--- src/sv/dpic_pkg.sv ---
// Shared types, codes and helpers for the dual interrupt controller model.
`timescale 1ns / 1ps
`default_nettype none
package dpic_pkg;

    localparam int CFG_IDX_W = 2;

    localparam logic [2:0] OP_READ     = 3'd0;
    localparam logic [2:0] OP_WRITE    = 3'd1;
    localparam logic [2:0] OP_IRQ      = 3'd2;
    localparam logic [2:0] OP_MASK_SET = 3'd3;
    localparam logic [2:0] OP_REINIT   = 3'd4;

    localparam logic [CFG_IDX_W-1:0] CFG_MASTER_MASK = 2'd0;
    localparam logic [CFG_IDX_W-1:0] CFG_SLAVE_MASK  = 2'd1;
    localparam logic [CFG_IDX_W-1:0] CFG_MASTER_BASE = 2'd2;
    localparam logic [CFG_IDX_W-1:0] CFG_SLAVE_BASE  = 2'd3;

    localparam logic [7:0] MASTER_MASK_RST = 8'h7D;
    localparam logic [7:0] SLAVE_MASK_RST  = 8'h61;
    localparam logic [7:0] MASTER_BASE_RST = 8'h08;
    localparam logic [7:0] SLAVE_BASE_RST  = 8'h10;

    // ICW sequence positions
    localparam logic [1:0] STEP_IDLE = 2'd0;
    localparam logic [1:0] STEP_ICW2 = 2'd1;
    localparam logic [1:0] STEP_ICW3 = 2'd2;
    localparam logic [1:0] STEP_ICW4 = 2'd3;

    localparam logic [7:0] BASE_MASK = 8'hF8;

    typedef struct packed {
        logic [2:0] operation;
        logic       chip;
        logic       port_sel;
        logic [7:0] write_data;
        logic [3:0] irq_line;
    } in_item_t;

    typedef struct packed {
        logic [7:0] read_data;
        logic       inject;
        logic [7:0] vector;
        logic [7:0] mask_now;
        logic [7:0] request_now;
        logic [7:0] service_now;
    } out_item_t;

    typedef struct packed {
        logic [7:0] mask;
        logic [7:0] request;
        logic [7:0] service;
        logic [7:0] base;
        logic [1:0] init_step;
        logic       need_icw4;
        logic       single_mode;
        logic       read_service;
    } chip_state_t;

    function automatic chip_state_t init_state(input logic [7:0] mask, input logic [7:0] base);
        chip_state_t st;
        st              = '0;
        st.mask         = mask;
        st.base         = base;
        return st;
    endfunction

endpackage
`default_nettype wire

--- src/sv/dual_pic_8259_model_top.sv ---
// Top level: cascaded pair of simplified interrupt controllers around a state memory.
// A transaction passes through the stage 1 registers and then the output register before its result shows on m_*.
// Throughput: one transaction per cycle while m_ready does not stall the output; the two-entry chip state
// memory is read on accept and written back from stage 1, with a write-to-read bypass for back-to-back access.
// Reset (aresetn, synchronous, active low): empties the pipeline, loads the init
// registers with their defaults and marks both chip entries as freshly initialized.
`timescale 1ns / 1ps
`default_nettype none
module dual_pic_8259_model_top import dpic_pkg::*; (
    input  wire logic                 aclk,
    input  wire logic                 aresetn,
    input  wire logic                 s_valid,
    output      logic                 s_ready,
    input  wire in_item_t             s_data,
    output      logic                 m_valid,
    input  wire logic                 m_ready,
    output      out_item_t            m_data,
    input  wire logic                 cfg_we,
    input  wire logic [CFG_IDX_W-1:0] cfg_index,
    input  wire logic [7:0]           cfg_wdata
);

    // Init registers (host-visible configuration)
    logic [7:0] cfg_mask_reg [2];
    logic [7:0] cfg_base_reg [2];

    // Values loaded by the last reinit; an entry whose valid bit is clear reads as these.
    logic [7:0] snap_mask_reg [2];
    logic [7:0] snap_base_reg [2];
    logic [1:0] ent_valid_reg;

    // Chip state memory, one entry per controller, registered read.
    chip_state_t state_mem [2];
    chip_state_t rd_data_reg;

    // Stage 1: the transaction whose state is being read back and updated.
    logic        s1_valid_reg;
    in_item_t    s1_item_reg;
    logic        s1_addr_reg;
    logic        s1_ent_valid_reg;
    logic        byp_hit_reg;
    chip_state_t byp_data_reg;

    // Output register
    logic        m_valid_reg;
    out_item_t   m_data_reg;

    logic        s_accept;
    logic        s1_adv;
    logic        s1_fire;
    logic        s1_is_reinit;
    logic        rd_addr;
    logic        byp_hit_next;
    chip_state_t byp_data_next;
    chip_state_t cur_state;
    chip_state_t reinit_state;
    chip_state_t nxt_state;
    out_item_t   step_res;

    // The selected chip comes from the line number for an IRQ, from the chip field otherwise.
    assign rd_addr  = (s_data.operation == OP_IRQ) ? s_data.irq_line[3] : s_data.chip;

    // Stage 1 may move on whenever the output register is free or is being drained.
    assign s1_adv   = !m_valid_reg || m_ready;
    assign s1_fire  = s1_valid_reg && s1_adv;
    assign s_ready  = aresetn && (!s1_valid_reg || s1_adv);
    assign s_accept = s_valid && s_ready;

    assign s1_is_reinit = (s1_item_reg.operation == OP_REINIT);

    // A reinit in stage 1 rewrites both entries; any other transaction rewrites its own.
    // A transaction read at the same edge sees that update through the bypass.
    assign byp_hit_next  = s1_fire && (s1_is_reinit || (s1_addr_reg == rd_addr));
    assign byp_data_next = s1_is_reinit ?
                           init_state(cfg_mask_reg[rd_addr], cfg_base_reg[rd_addr]) :
                           nxt_state;

    always_comb begin
        if (byp_hit_reg) begin
            cur_state = byp_data_reg;
        end else if (s1_ent_valid_reg) begin
            cur_state = rd_data_reg;
        end else begin
            cur_state = init_state(snap_mask_reg[s1_addr_reg], snap_base_reg[s1_addr_reg]);
        end
    end

    assign reinit_state = init_state(cfg_mask_reg[s1_addr_reg], cfg_base_reg[s1_addr_reg]);

    dpic_step u_step (
        .item      (s1_item_reg),
        .cur       (cur_state),
        .reinit_st (reinit_state),
        .nxt       (nxt_state),
        .res       (step_res)
    );

    // Init register writes
    always_ff @(posedge aclk) begin
        if (!aresetn) begin
            cfg_mask_reg[0] <= MASTER_MASK_RST;
            cfg_mask_reg[1] <= SLAVE_MASK_RST;
            cfg_base_reg[0] <= MASTER_BASE_RST;
            cfg_base_reg[1] <= SLAVE_BASE_RST;
        end else if (cfg_we) begin
            case (cfg_index)
                CFG_MASTER_MASK: cfg_mask_reg[0] <= cfg_wdata;
                CFG_SLAVE_MASK:  cfg_mask_reg[1] <= cfg_wdata;
                CFG_MASTER_BASE: cfg_base_reg[0] <= cfg_wdata;
                CFG_SLAVE_BASE:  cfg_base_reg[1] <= cfg_wdata;
                default: begin
                end
            endcase
        end
    end

    // Reinit bookkeeping: clear valid bits and capture init values; other transactions set their own bit.
    always_ff @(posedge aclk) begin
        if (!aresetn) begin
            ent_valid_reg    <= '0;
            snap_mask_reg[0] <= MASTER_MASK_RST;
            snap_mask_reg[1] <= SLAVE_MASK_RST;
            snap_base_reg[0] <= MASTER_BASE_RST;
            snap_base_reg[1] <= SLAVE_BASE_RST;
        end else if (s1_fire) begin
            if (s1_is_reinit) begin
                ent_valid_reg <= '0;
                snap_mask_reg <= cfg_mask_reg;
                snap_base_reg <= cfg_base_reg;
            end else begin
                ent_valid_reg[s1_addr_reg] <= 1'b1;
            end
        end
    end

    // State memory: write-back from stage 1, read on accept.
    always_ff @(posedge aclk) begin
        if (s1_fire && !s1_is_reinit) begin
            state_mem[s1_addr_reg] <= nxt_state;
        end
    end

    always_ff @(posedge aclk) begin
        if (s_accept) begin
            rd_data_reg <= state_mem[rd_addr];
        end
    end

    // Stage 1 registers
    always_ff @(posedge aclk) begin
        if (!aresetn) begin
            s1_valid_reg <= 1'b0;
        end else if (s_accept) begin
            s1_valid_reg <= 1'b1;
        end else if (s1_adv) begin
            s1_valid_reg <= 1'b0;
        end
    end

    always_ff @(posedge aclk) begin
        if (s_accept) begin
            s1_item_reg      <= s_data;
            s1_addr_reg      <= rd_addr;
            s1_ent_valid_reg <= ent_valid_reg[rd_addr];
            byp_hit_reg      <= byp_hit_next;
            byp_data_reg     <= byp_data_next;
        end
    end

    // Output register
    always_ff @(posedge aclk) begin
        if (!aresetn) begin
            m_valid_reg <= 1'b0;
        end else if (s1_fire) begin
            m_valid_reg <= 1'b1;
        end else if (m_ready) begin
            m_valid_reg <= 1'b0;
        end
    end

    always_ff @(posedge aclk) begin
        if (s1_fire) begin
            m_data_reg <= step_res;
        end
    end

    assign m_valid = m_valid_reg;
    assign m_data  = m_data_reg;

endmodule
`default_nettype wire

--- src/sv/dpic_step.sv ---
// Per-transaction state update and result for one controller.
`timescale 1ns / 1ps
`default_nettype none
module dpic_step import dpic_pkg::*; (
    input  in_item_t    item,
    input  chip_state_t cur,
    input  chip_state_t reinit_st,
    output chip_state_t nxt,
    output out_item_t   res
);

    logic [7:0] v;
    logic [7:0] irq_bit;
    logic [7:0] eoi_bit;

    assign v       = item.write_data;
    assign irq_bit = 8'd1 << item.irq_line[2:0];
    assign eoi_bit = 8'd1 << v[2:0];

    always_comb begin
        nxt           = cur;
        res           = '0;
        case (item.operation)
            OP_READ: begin
                if (item.port_sel) begin
                    res.read_data = cur.mask;
                end else begin
                    res.read_data = cur.read_service ? cur.service : cur.request;
                end
            end
            OP_WRITE: begin
                if (item.port_sel) begin
                    case (cur.init_step)
                        STEP_ICW2: begin
                            nxt.base = v & BASE_MASK;
                            if (cur.single_mode) begin
                                nxt.init_step = cur.need_icw4 ? STEP_ICW4 : STEP_IDLE;
                            end else begin
                                nxt.init_step = STEP_ICW3;
                            end
                        end
                        STEP_ICW3: nxt.init_step = cur.need_icw4 ? STEP_ICW4 : STEP_IDLE;
                        STEP_ICW4: nxt.init_step = STEP_IDLE;
                        default:   nxt.mask = v;
                    endcase
                end else if (v[4]) begin
                    // ICW1
                    nxt.init_step    = STEP_ICW2;
                    nxt.need_icw4    = v[0];
                    nxt.single_mode  = v[1];
                    nxt.service      = '0;
                    nxt.request      = '0;
                    nxt.read_service = 1'b0;
                end else if (v[3]) begin
                    // OCW3
                    if (v[1]) begin
                        nxt.read_service = v[0];
                    end
                end else if (v[6] && v[5]) begin
                    nxt.service = cur.service & ~eoi_bit;
                end else if (v[5]) begin
                    nxt.service = cur.service & (cur.service - 8'd1);
                end
            end
            OP_IRQ: begin
                if ((cur.mask & irq_bit) == 8'd0) begin
                    nxt.request = cur.request & ~irq_bit;
                    nxt.service = cur.service | irq_bit;
                    res.inject  = 1'b1;
                    res.vector  = cur.base + {5'd0, item.irq_line[2:0]};
                end else begin
                    nxt.request = cur.request | irq_bit;
                end
            end
            OP_MASK_SET: nxt.mask = v;
            OP_REINIT:   nxt = reinit_st;
            default:     nxt = cur;
        endcase
        res.mask_now    = nxt.mask;
        res.request_now = nxt.request;
        res.service_now = nxt.service;
    end

endmodule
`default_nettype wire

--- config.mk ---
export PLATFORM = sky130hd
export DESIGN_NAME = dual_pic_8259_model_top
export DESIGN_NICKNAME = d
export VERILOG_FILES = /design/src/sv/dpic_pkg.sv /design/src/sv/dual_pic_8259_model_top.sv /design/src/sv/dpic_step.sv
export SDC_FILE = /design/constraint.sdc
export NUM_CORES = 1
export LEC_CHECK = 0
export BUFFER_PORTS_ARGS = -buffer_cell sky130_fd_sc_hd__buf_4
export CORE_MARGIN = 2
export CORE_UTILIZATION = 37
export CTS_CLUSTER_SIZE = 40
export DETAILED_ROUTE_END_ITERATION = 8
export PLACE_DENSITY = 0.52
export SKIP_LAST_GASP = 1
export SLEW_MARGIN = 20
export SYNTH_ARGS = -nofsm -noshare
export SYNTH_HDL_FRONTEND = slang
export SYNTH_SLANG_ARGS = --single-unit
--- constraint.sdc ---
create_clock -name aclk -period 6.45 [get_ports aclk]
set_clock_uncertainty 0.05 [all_clocks]
set_input_delay 1.935 -clock aclk [delete_from_list [all_inputs] [get_ports aclk]]
set_output_delay 1.935 -clock aclk [all_outputs]
set_load 0.005 [all_outputs]
==> results.cfg <==
[drt]
drt-total-wl_um = 29300
avgRoutedWirePerCell_um = 19.1
drtIter0Drc = 620
drc = 0
ant_nets = 0
viasPerCell = 5.26
dr.pass1.iters = 5
dr_total_vias = 8059

[placed_design]
dp_hpwl_um = 19300
gp_congestion = 0.793
placed_area_sq_um = 13000
port_buffers = 74

[pwr]
pwr-share-seq_pct = 50.1
power_density_nw_per_um2 = 289
p_int_uw = 3130
finalPower_uw = 4050
pwr-share-clk_pct = 42.3
power_frac_comb_pct = 7.5
p_sw_share_pct = 22.6
p_sw_uw = 915
p_leak_uw = 0.00503
ir_drop_mv = 0.197

[die]
core-area_sq_um = 32400
die_y_um = 185
start_util_pct = 37.3
boundaryPins = 75
die_w_um = 185
rows = 66
die_area_sq_um = 34100

[synth]
synth_async_sr_flop_share_pct = 0
postSynthCellCount = 1007
synth_edf_count = 207
ys_seq_elements = 275
synth.avg_cell_area_sq_um = 12.0
seq_area_frac_synth_pct = 62.7
ys_warn_count = 0
synth_cell_types = 60
syn_area_sq_um = 12100
yosys_most_used_dff = edfxtp_1
syn_nets = 1043

[cts]
clockBufferDepth = 3
hold_buffers = 0
cts-root-buf = clkbuf_16
path_clk_slew_ns = 0.05
cts_resized = 0
h-tree-depth = 1
cts_setup_buffers = 0
cts_tree = built
clock_sinks = 275
clk-insertion-delay-late_ns = 0.56
cts_buffers = 31

[final_layout]
antenna_cells = 0
stdcell_area_sq_um = 14000
layout_commonest_cell = edfxtp_1
largest_register_ffs = 74
synthToLayoutAreaGrowth_pct = 16.1
design.final.nets = 1103
drive_gt1_share_pct = 17.6
final_cell_mix = 207 x edfxtp_1, 158 x nand2_1, 89 x buf_4

[sta]
setup_viol = 0
hold_viol_final = 0
finalCritPeriodShare_pct = 75.5
finalCriticalPeriod_ns = 4.87
slew_violations = 0
relSlewSlack_pct = 27.7
fmaxAchievable_mhz = 205
finalSetupTns_ns = 0
tightest_slew_ns = 1.08
rsz0062_at_grt = no

[global_routing]
grt_pass1_vias = 7555
grt_max_degree = 69
grt_use_total_pct = 17.3
overflow = 0
antenna_found_initial = 0
grt_first_pass_wirelength_um = 45300

[worst_setup_path]
worstSetupStartpointType = input pin
crit_arrival_ns = 2.88
cpPeakStageDelay_ns = 0.45
crit_top_cell = buf_4
crit_required_ns = 4.47
path_cells = buf_4 > a21boi_0 > buf_4
end_kind = output port
critPathMaxFanout = 68
critPathSlowestCell = buf_4
criticalPathCategory = in2out

[status]
outcome = finished, final reports clean

[run]
maxCapViolCount = 0

[hold_path]
hold_class = reg2reg
cells by family (layout without fill, tap and decap cells):
kind of cell | Yosys count | in the layout | share of synthesized area, %
simple gates | 301 | 301 | 11.3
fa+ha+maj | 4 | 4 | 0.477
flops | 275 | 275 | 62.7
xor+xnor | 8 | 8 | 0.580
buf+inv | 87 | 171 | 3.19
mux | 97 | 97 | 8.47
compound gates | 235 | 235 | 13.2
metrics by stage:
step	setup WS (ns)	hold slack (ns)	instances	utilization, %
floorplan	1.14	0.383	1007	-
global placement	1.58	0.395	1476	40.3
detailed placement	1.55	0.407	1476	40.3
CTS	1.55	0.416	1533	43.3
global route	1.44	0.437	1533	43.3
finish	1.58	0.411	1533	43.3
layout make-up:
cell class | instances | area, sq um
Timing Repair Buffer | 89 | 668
Tap cell | 442 | 553
Multi-Input combinational cell | 645 | 4140
Clock buffer | 42 | 837
Inverter | 25 | 93.8
Sequential cell | 275 | 7580
Fill cell | 3114 | 18300
Clock inverter | 15 | 151
power groups by stage:
stage	combinational (uW)	sequential (uW)	clock, uW
2_1_floorplan	205	2050	0
3_3_place_gp	305	2070	0
3_5_place_dp	308	2070	0
4_1_cts	309	2030	1750
5_1_grt	339	2040	1820
6_report	305	2030	1710
metal layers:
layer / wire, um / GRT usage, %
met1: 13800 / 24.7
met2: 13600 / 27.8
met3: 1220 / 2.59
met4: 682 / 4.54
met5: 0 / 0
cells in the mapped netlist, types with 7 or more instances:
| master | count | area share, % |
|---|---|---|
| a211oi_1 | 8 | 0.50 |
| a21boi_0 | 43 | 2.7 |
| a21oi_1 | 30 | 1.2 |
| a221o_1 | 7 | 0.58 |
| a22oi_1 | 25 | 1.6 |
| buf_2 | 17 | 0.70 |
| clkbuf_1 | 34 | 1.1 |
| dfxtp_1 | 68 | 11 |
| edfxtp_1 | 207 | 51 |
| inv_1 | 24 | 0.75 |
| mux2_2 | 42 | 3.9 |
| mux2i_1 | 55 | 4.6 |
| nand2_1 | 158 | 4.9 |
| nand3_1 | 34 | 1.4 |
| nor2_1 | 46 | 1.4 |
| nor2b_1 | 11 | 0.57 |
| nor3b_1 | 7 | 0.44 |
| o21ai_0 | 44 | 1.8 |
| o221ai_1 | 9 | 0.65 |
| o22ai_1 | 34 | 1.8 |
worst max-delay path: cells and delay by family:
family | cells | cell delay [ns]
AO/OA/AOI/OAI | 1 | 0.32
buffers and inverters | 2 | 0.61
final timing paths:
check | from | to | slack, ns | depth (start not counted)
max | aresetn | s_ready | 1.58 | 3
min | snap_base_reg[13] | snap_base_reg[13] | 0.41 | 2
max reg2reg | s1_ent_valid_reg | m_data[1] | 2.57 | 6
min reg2reg | snap_base_reg[13] | snap_base_reg[13] | 0.41 | 2
Power figures use the tool's default switching activity.
